**config.mk**
```make
export PLATFORM = sky130hd
export DESIGN_NAME = tunnel_address_pool_allocator
export DESIGN_NICKNAME = d
export VERILOG_FILES = /design/src/sv/tapa_pkg.sv /design/src/sv/tapa_mark_ram.sv /design/src/sv/tapa_seq.sv /design/src/sv/tunnel_address_pool_allocator.sv
export SDC_FILE = /design/constraint.sdc
export NUM_CORES = 1
export LEC_CHECK = 0
export ABC_AREA = 1
export BUFFER_PORTS_ARGS = -buffer_cell sky130_fd_sc_hd__buf_4
export CAP_MARGIN = 20
export CORE_ASPECT_RATIO = 1.4
export CORE_MARGIN = 3
export CORE_UTILIZATION = 55
export CTS_CLUSTER_DIAMETER = 50
export DETAILED_ROUTE_END_ITERATION = 6
export GPL_TIMING_DRIVEN = 0
export HOLD_SLACK_MARGIN = 0.1
export PLACE_DENSITY = 0.73
export SLEW_MARGIN = 30
export SYNTH_ARGS = -nofsm -noshare
export SYNTH_HDL_FRONTEND = slang
export SYNTH_SLANG_ARGS = --single-unit
```
**constraint.sdc**
```tcl
create_clock -name clk -period 12.7 [get_ports clk]
set_input_delay 2.54 -clock clk [delete_from_list [all_inputs] [get_ports clk]]
set_output_delay 2.54 -clock clk [all_outputs]
set_load 0.05 [all_outputs]
```
**src/sv/tapa_pkg.sv**
```systemverilog
// ---------------------------------------------------------------------------
// tapa_pkg
// Shared types and constants for the tunnel address pool allocator.
// ---------------------------------------------------------------------------
package tapa_pkg;

  localparam int unsigned OFFSET_W = 8;
  localparam int unsigned ADDR_W   = 32;
  localparam int unsigned PREFIX_W = ADDR_W - OFFSET_W;
  localparam int unsigned MARK_DEPTH = 1 << OFFSET_W;

  // host offsets that may be handed out
  localparam logic [OFFSET_W-1:0] HOST_MIN  = 8'd2;
  localparam logic [OFFSET_W-1:0] HOST_MAX  = 8'd254;
  localparam logic [OFFSET_W:0]   HOST_WRAP = 9'd255;

  localparam logic ACT_RESERVE = 1'b0;
  localparam logic ACT_RELEASE = 1'b1;

  typedef enum logic [2:0] {
    ST_CLEAR,
    ST_IDLE,
    ST_DESIRED,
    ST_SEARCH,
    ST_RESULT
  } state_t;

  typedef struct packed {
    logic              action;
    logic [ADDR_W-1:0] desired;
    logic [ADDR_W-1:0] released;
  } req_t;

  typedef struct packed {
    logic [ADDR_W-1:0] addr;
    logic              full;
  } res_t;

  // one read port and one write port of the used-mark memory
  typedef struct packed {
    logic                rd_en;
    logic [OFFSET_W-1:0] rd_addr;
    logic                wr_en;
    logic [OFFSET_W-1:0] wr_addr;
    logic                wr_data;
  } mark_req_t;

endpackage

```
**src/sv/tapa_mark_ram.sv**
```systemverilog
// ---------------------------------------------------------------------------
// tapa_mark_ram
// Used-mark memory, one bit per host offset, registered read.
// ---------------------------------------------------------------------------
module tapa_mark_ram (
  input  logic                clk,
  input  tapa_pkg::mark_req_t req,
  output logic                rd_data
);
  import tapa_pkg::*;

  logic mem [MARK_DEPTH];
  logic rd_data_r;

  always_ff @(posedge clk) begin
    if (req.wr_en) begin
      mem[req.wr_addr] <= req.wr_data;
    end
  end

  always_ff @(posedge clk) begin
    if (req.rd_en) begin
      rd_data_r <= mem[req.rd_addr];
    end
  end

  assign rd_data = rd_data_r;

endmodule

```
**src/sv/tapa_seq.sv**
```systemverilog
// ---------------------------------------------------------------------------
// tapa_seq
// Sequencer: clearing pass, desired-address check and next-fit search over
// the used-mark memory, one read per cycle.
// ---------------------------------------------------------------------------
module tapa_seq #(
  parameter int unsigned FIRST_AUTO_OFFSET = 100
) (
  input  logic                                clk,
  input  logic                                rst_n,
  input  logic                                in_valid,
  output logic                                in_ready,
  input  tapa_pkg::req_t                      req,
  input  logic [tapa_pkg::PREFIX_W-1:0]       prefix,
  output logic                                res_valid,
  input  logic                                res_ready,
  output tapa_pkg::res_t                      res,
  output tapa_pkg::mark_req_t                 mark_req,
  input  logic                                mark_rdata
);
  import tapa_pkg::*;

  localparam logic [OFFSET_W-1:0] FIRST_OFF = OFFSET_W'(FIRST_AUTO_OFFSET);
  localparam logic [OFFSET_W-1:0] LAST_INIT = OFFSET_W'(FIRST_AUTO_OFFSET - 1);
  // index of the final visit of a search
  localparam logic [OFFSET_W-1:0] SRCH_LAST = OFFSET_W'(254 - FIRST_AUTO_OFFSET);

  function automatic logic [OFFSET_W-1:0] next_off(input logic [OFFSET_W-1:0] x);
    logic [OFFSET_W:0] s;
    s = {1'b0, x} + 9'd1;
    return (s >= HOST_WRAP) ? FIRST_OFF : s[OFFSET_W-1:0];
  endfunction

  state_t              state_r, state_nxt;
  logic [OFFSET_W-1:0] clr_cnt_r;
  logic [OFFSET_W-1:0] last_r;
  logic [OFFSET_W-1:0] srch_off_r;
  logic [OFFSET_W-1:0] srch_cnt_r;
  logic [ADDR_W-1:0]   req_addr_r;
  logic [ADDR_W-1:0]   res_addr_r;
  logic                res_full_r;

  logic [OFFSET_W-1:0] des_off;
  logic                des_ok;
  logic                srch_done;
  logic                rel_hit;

  assign des_off   = req_addr_r[OFFSET_W-1:0];
  assign des_ok    = (req_addr_r[ADDR_W-1:OFFSET_W] == prefix) && (des_off >= HOST_MIN)
                     && (des_off <= HOST_MAX) && !mark_rdata;
  assign srch_done = (srch_cnt_r == SRCH_LAST);
  assign rel_hit   = (req.released[ADDR_W-1:OFFSET_W] == prefix);

  always_comb begin
    state_nxt = state_r;
    unique case (state_r)
      ST_CLEAR: begin
        if (clr_cnt_r == {OFFSET_W{1'b1}}) state_nxt = ST_IDLE;
      end
      ST_IDLE: begin
        if (in_valid) begin
          state_nxt = (req.action == ACT_RELEASE) ? ST_RESULT : ST_DESIRED;
        end
      end
      ST_DESIRED: begin
        state_nxt = des_ok ? ST_RESULT : ST_SEARCH;
      end
      ST_SEARCH: begin
        if (!mark_rdata || srch_done) state_nxt = ST_RESULT;
      end
      ST_RESULT: begin
        if (res_ready) state_nxt = ST_IDLE;
      end
      default: state_nxt = ST_CLEAR;
    endcase
  end

  // memory accesses; the single-item flow keeps a write and a read of the
  // same entry from ever overlapping
  always_comb begin
    in_ready  = 1'b0;
    res_valid = 1'b0;
    mark_req  = '0;
    unique case (state_r)
      ST_CLEAR: begin
        mark_req.wr_en   = 1'b1;
        mark_req.wr_addr = clr_cnt_r;
        mark_req.wr_data = 1'b0;
      end
      ST_IDLE: begin
        in_ready = 1'b1;
        if (in_valid) begin
          if (req.action == ACT_RELEASE) begin
            mark_req.wr_en   = rel_hit;
            mark_req.wr_addr = req.released[OFFSET_W-1:0];
            mark_req.wr_data = 1'b0;
          end else begin
            mark_req.rd_en   = 1'b1;
            mark_req.rd_addr = req.desired[OFFSET_W-1:0];
          end
        end
      end
      ST_DESIRED: begin
        if (des_ok) begin
          mark_req.wr_en   = 1'b1;
          mark_req.wr_addr = des_off;
          mark_req.wr_data = 1'b1;
        end else begin
          mark_req.rd_en   = 1'b1;
          mark_req.rd_addr = next_off(last_r);
        end
      end
      ST_SEARCH: begin
        if (!mark_rdata) begin
          mark_req.wr_en   = 1'b1;
          mark_req.wr_addr = srch_off_r;
          mark_req.wr_data = 1'b1;
        end else if (!srch_done) begin
          mark_req.rd_en   = 1'b1;
          mark_req.rd_addr = next_off(srch_off_r);
        end
      end
      ST_RESULT: begin
        res_valid = 1'b1;
      end
      default: begin
        mark_req = '0;
      end
    endcase
  end

  always_ff @(posedge clk) begin
    if (!rst_n) begin
      state_r   <= ST_CLEAR;
      clr_cnt_r <= '0;
      last_r    <= LAST_INIT;
    end else begin
      state_r <= state_nxt;
      if (state_r == ST_CLEAR) clr_cnt_r <= clr_cnt_r + 8'd1;
      // every visited offset moves the resume point, also on a full pool
      if (state_r == ST_SEARCH) last_r <= srch_off_r;
    end
  end

  always_ff @(posedge clk) begin
    unique case (state_r)
      ST_IDLE: begin
        req_addr_r <= req.desired;
        res_addr_r <= '0;
        res_full_r <= 1'b0;
      end
      ST_DESIRED: begin
        if (des_ok) begin
          res_addr_r <= req_addr_r;
        end else begin
          srch_off_r <= next_off(last_r);
          srch_cnt_r <= '0;
        end
      end
      ST_SEARCH: begin
        if (!mark_rdata) begin
          res_addr_r <= {prefix, srch_off_r};
        end else if (srch_done) begin
          res_full_r <= 1'b1;
        end else begin
          srch_off_r <= next_off(srch_off_r);
          srch_cnt_r <= srch_cnt_r + 8'd1;
        end
      end
      default: begin
      end
    endcase
  end

  assign res.addr = res_addr_r;
  assign res.full = res_full_r;

endmodule

```
**src/sv/tunnel_address_pool_allocator.sv**
```systemverilog
// ---------------------------------------------------------------------------
// tunnel_address_pool_allocator
// Reserves and releases host addresses of one /24 network, next-fit search
// over a used-mark memory.
// ---------------------------------------------------------------------------
// release: the result state follows the transaction, then the output register
// reserve, desired address free: the desired-address check state, then the result state
// reserve, search: k visited offsets, at most 255 - FIRST_AUTO_OFFSET, before the result state
//   (one memory read per visited offset); a new transaction is taken only back in idle
// reset: a clearing pass over all 256 mark entries, in_tready low meanwhile;
//   network prefix resets to 0
module tunnel_address_pool_allocator #(
  parameter int unsigned FIRST_AUTO_OFFSET = 100
) (
  input  logic                           clk,
  input  logic                           rst_n,
  input  logic                           in_tvalid,
  output logic                           in_tready,
  input  logic [63:0]                    in_tdata,   // desired_address, released_address
  input  logic                           in_tuser,   // action
  output logic                           out_tvalid,
  input  logic                           out_tready,
  output logic [tapa_pkg::ADDR_W-1:0]    out_tdata,  // assigned_address
  output logic                           out_tuser,  // pool_full
  input  logic                           cfg_wr_en,
  input  logic [tapa_pkg::PREFIX_W-1:0]  cfg_wr_data // network_prefix
);
  import tapa_pkg::*;

  logic [PREFIX_W-1:0] prefix_r;
  logic                out_valid_r;
  logic [ADDR_W-1:0]   out_addr_r;
  logic                out_full_r;

  req_t      req;
  res_t      res;
  mark_req_t mark_req;
  logic      mark_rdata;
  logic      res_valid;
  logic      res_ready;

  assign req.action   = in_tuser;
  assign req.desired  = in_tdata[ADDR_W-1:0];
  assign req.released = in_tdata[2*ADDR_W-1:ADDR_W];

  assign res_ready = !out_valid_r || out_tready;

  tapa_seq #(
    .FIRST_AUTO_OFFSET(FIRST_AUTO_OFFSET)
  ) u_seq (
    .clk       (clk),
    .rst_n     (rst_n),
    .in_valid  (in_tvalid),
    .in_ready  (in_tready),
    .req       (req),
    .prefix    (prefix_r),
    .res_valid (res_valid),
    .res_ready (res_ready),
    .res       (res),
    .mark_req  (mark_req),
    .mark_rdata(mark_rdata)
  );

  tapa_mark_ram u_mark_ram (
    .clk    (clk),
    .req    (mark_req),
    .rd_data(mark_rdata)
  );

  always_ff @(posedge clk) begin
    if (!rst_n) begin
      prefix_r    <= '0;
      out_valid_r <= 1'b0;
    end else begin
      if (cfg_wr_en) prefix_r <= cfg_wr_data;
      if (res_ready) out_valid_r <= res_valid;
    end
  end

  always_ff @(posedge clk) begin
    if (res_ready && res_valid) begin
      out_addr_r <= res.addr;
      out_full_r <= res.full;
    end
  end

  assign out_tvalid = out_valid_r;
  assign out_tdata  = out_addr_r;
  assign out_tuser  = out_full_r;

  a_full_zero: assert property (@(posedge clk) disable iff (!rst_n)
    out_tvalid && out_tuser |-> out_tdata == '0)
    else $error("pool full result carries a nonzero address");

  a_grant_in_net: assert property (@(posedge clk) disable iff (!rst_n)
    out_tvalid && (out_tdata != '0) |->
      (out_tdata[ADDR_W-1:OFFSET_W] == prefix_r) &&
      (out_tdata[OFFSET_W-1:0] >= HOST_MIN) && (out_tdata[OFFSET_W-1:0] <= HOST_MAX))
    else $error("granted address outside the pool");

  a_clear_after_reset: assert property (@(posedge clk) disable iff (!rst_n)
    $past(!rst_n) |-> !in_tready)
    else $error("transaction taken before the clearing pass");

endmodule
```
==> reports/metrics.csv <==
stage;metric;value;unit
clock_tree;clk_pin_slew;0.06;ns
timing;unrepaired_setup_endpoints_after_global_routing;no;
drt;post_drt_wl_per_cell;22.4;um
critical_path;critPathBufInv;3;
timing;period_needed;5.60;ns
critical_path;slowest_stage;o311ai_2;
critical_path;reg2reg_depth;16;
synth;yosys_warnings;0;
pwr;net-switching-power;1.04;mW
timing;report.final.setup_viol;0;
timing;finalCritPeriodShare;44.1;%
pwr;worst_ir_drop_vdd;0.102;mV
drt;drt_pre_antenna_iters;6;
synth;sequential_fraction_of_the_synthesis_area;60.4;%
clock_tree;cts_tree;built;
floorplanning;row_count;81;
clock_tree;cts_hold_buffers;0;
timing;final_hold_viols;0;
synth;post_synth.cell_area_avg;9.28;um2
placed_design;setup_slack_after_placement;6.66;ns
final_layout;area.growth.synth_to_final;15.3;%
clock_tree;cts.sink_count;415;
pwr;power;3.55;mW
synth;ys_ff_latch;415;
timing;relSlewSlack;30.0;%
outcome;run_status;complete, no violations;
critical_path;worst-path-stages;10;
drt;drtIter0Drc;1983;
synth;postSynthNetCount;2244;
final_layout;nets;2422;
worst_hold_path;holdPathStages;0;
critical_path;regToRegStartpoint;u_seq.srch_cnt_r[0];
timing;fmax;179;MHz
synth;synth_flop_cell;edfxtp_1;
clock_tree;postCtsSetupRepairBufs;0;
floorplanning;die_width;167;um
synth;post_synth_instance_area;19900;um2
drt;wl;63.0;mm
timing;timing.final.ws_setup;7.10;ns
floorplanning;core_area;35300;um2
timing;final.hold.worst_slack;0.417;ns
critical_path;critical-path-top-delay-family;compound AO/OA/AOI/OAI gates;
placed_design;final_weighted_congestion_of_routability_driven_global_placement;0.995;
worst_hold_path;hp-class;reg2reg;
worst_hold_path;hold_start;u_seq.res_addr_r[18];
drt;via_count;16496;
floorplanning;fp.dieArea;38500;um2
synth;synth.distinct_cells;45;
clock_tree;ctsRootBufferMaster;clkbuf_16;
critical_path;r2r_slack;8.34;ns
critical_path;crit_type;in2reg;
critical_path;worst_path_largest_cell_delay;0.73;ns
timing;slew_worst_pin;1.05;ns
final_layout;fin_cells;2809;
drt;final_routed_drc_violation_total;0;
pwr;power.sequential.fraction;46.2;%
drt;wl_met2;31.8;mm
placed_design;hpwl;44.8;mm
pwr;p_per_cell_area;155;nW/um2
synth;netlist_instances;2143;
timing;timing.setup.tns;0;ns
drt;route.met3.wl;5.69;mm
drt;via_per_inst;5.87;
timing;clock_skew;0.0171;ns
critical_path;cp.arrival;5.84;ns
synth;number_of_flops_mapped_to_enable_cells_by_yosys;371;
clock_tree;clk-insertion-delay-late;0.56;ns
timing;slew_violations;0;
grt;grt_pass1_wl;92.9;mm
pwr;comb_power_share;17.8;%
final_layout;drive_gt1_share;12.9;%
grt;gr-total-overflow;0;
critical_path;timing.critical_path.cells;buf_4 > xnor2_1 > nand4_1 > a2111oi_0 > nand3_1 > o311ai_2 > buf_2 > nand2_1 > clkbuf_1 > nor2_1;
critical_path;end_kind;flop;
placed_design;io_buffer_count;127;
final_layout;nFillCells;2910;
critical_path;critPathLaunch;in_tdata[55];
floorplanning;io_pins;129;
floorplanning;fp.dieH;231;um
drt;highest_layer;met4;
final_layout;antennaDiodeCount;0;
grt;number_of_antenna_violations_at_the_first_check_in_global_routing;0;
clock_tree;cts_buffers;41;
drt;drtAntennaViolNets;0;
critical_path;critical_path.startpoint_type;input pin;
drt;met1_length;20.8;mm
clock_tree;clock_tree.htree_level_count;2;
grt;groute.usage.overall;31.9;%
run;max_cap_violations;0;
pwr;power.internal;2.51;mW
pwr;clock_power_share;36.0;%
placed_design;post-place-cells;2734;
clock_tree;cts.repair.resized;0;
floorplanning;initial_utilization;56.4;%
synth;asyncSetResetFlopFracSynth;0;%
grt;vias_in_the_first_global_route;16063;
critical_path;crit_required;12.95;ns
pwr;power.leakage;8.87;nW
clock_tree;cts.path.max_buffers;3;
pwr;switching_share;29.2;%
grt;grt_max_degree;145;
critical_path;worstPathMaxFanout;10;
==> kinds of logic after synthesis <==
logic type	after synthesis	share of synthesized area (%)
and+or+nand+nor	1196	26.7
DFF	415	60.4
buffers and inverters	366	7.51
AOI/OAI and AO/OA	139	4.06
xor gates and xnor gates	20	0.880
adders and majority gates	7	0.440
==> worst register-to-register path, cell delays in order, from the launching register on <==
cell and delay [ns]:
edfxtp_1 0.42, inv_1 0.08, ha_1 0.15, nand2_1 0.06
nor4_2 0.60, nor2_1 0.37, nand2_1 0.21, nand2_1 0.08
a21oi_2 0.37, clkbuf_1 0.72, nand3_1 0.18, nand3_1 0.17
nand3_1 0.17, nand3_1 0.17, nand3_1 0.10, nand3_1 0.08
nand2_1 0.14
==> power groups by stage <==
| stage | Clock (mW) | Combinational, mW | Sequential (mW) |
|---|---|---|---|
| 6_report | 1.28 | 0.633 | 1.64 |
| 5_1_grt | 1.34 | 0.674 | 1.64 |
| 4_1_cts | 1.28 | 0.621 | 1.64 |
| 3_5_place_dp | 0 | 0.618 | 1.67 |
| 3_3_place_gp | 0 | 0.587 | 1.67 |
| 2_1_floorplan | 0 | 0.361 | 1.66 |
==> metal layers <==
metal | vias up | track usage [%]
met2 | 960 | 57.9
met4 | 0 | 20.3
met3 | 290 | 6.24
met1 | 7744 | 34.0
met5 | - | 0
li1 | 7502 | -
==> flip-flops by register name, indices dropped and copies added (netlist names) <==
register            count
u_seq.srch_off_r        8
out_tdata              32
out_tvalid              1
prefix_r               24
u_seq.last_r            8
u_seq.req_addr_r       32
u_seq.res_addr_r       32
u_mark_ram.rd_data      1
u_seq.state_r           3
u_mark_ram.mem        256
u_seq.clr_cnt_r         8
u_seq.res_full_r        1
u_seq.srch_cnt_r        8
out_tuser               1
==> Yosys cell counts (7+ instances only) <==
master     count  share of area (%)
nor3_1        10               0.25
clkbuf_1      46               0.87
o21ai_0       49                1.2
buf_4         11               0.42
nand4_1       12               0.38
a21oi_1       39               0.98
inv_2         13               0.25
nor2_1       343                6.5
xnor2_1       18               0.79
o22ai_1       21               0.66
nand2_1      431                8.1
nand3b_1      73                2.8
ha_1           7               0.44
buf_2         51                1.3
o2111ai_1      8               0.35
inv_1        239                4.5
edfxtp_1     371                 56
nand3_1      299                7.5
dfxtp_1       44                4.4
==> area by class of cell <==
cell class	instances	area [um2]	share of cell area [%]
Inverter	253	957	4.17
Sequential cell	415	12000	52.4
Tap cell	456	571	2.49
Multi-Input combinational cell	1362	6400	27.9
Clock buffer	49	1110	4.83
Timing Repair Buffer	135	1050	4.59
Clock inverter	26	290	1.27
Buffer	113	544	2.37
==> path summary, 6_finish.rpt <==
kind | end
worst max-delay path | u_mark_ram.mem[134]
worst min-delay path | out_tdata[18]
worst max register to register | u_mark_ram.rd_data
worst min register to register | out_tdata[18]
==> through the flow <==
step                cell area [um2]  utilization [%]
floorplan                     19900                -
global placement              21400             60.7
detailed placement            21500             61.1
CTS                           22900             65.1
global route                  22900             65.1
finish                        22900             65.1
==> layout by cell type (no fill, tap or decap), types with 7 or more instances in the layout <==
cell type	count
inv_2	13
nor2_1	343
xnor2_1	18
a21oi_1	39
o22ai_1	21
edfxtp_1	371
nand2_1	431
clkinv_2	10
nor3_1	9
o21ai_0	49
buf_2	51
nand3_1	299
o2111ai_1	8
buf_4	142
nand4_1	12
ha_1	7
clkbuf_16	43
nand3b_1	73
clkbuf_1	51
inv_1	238
dfxtp_1	44
No activity file was read; power rests on OpenSTA's default activity.
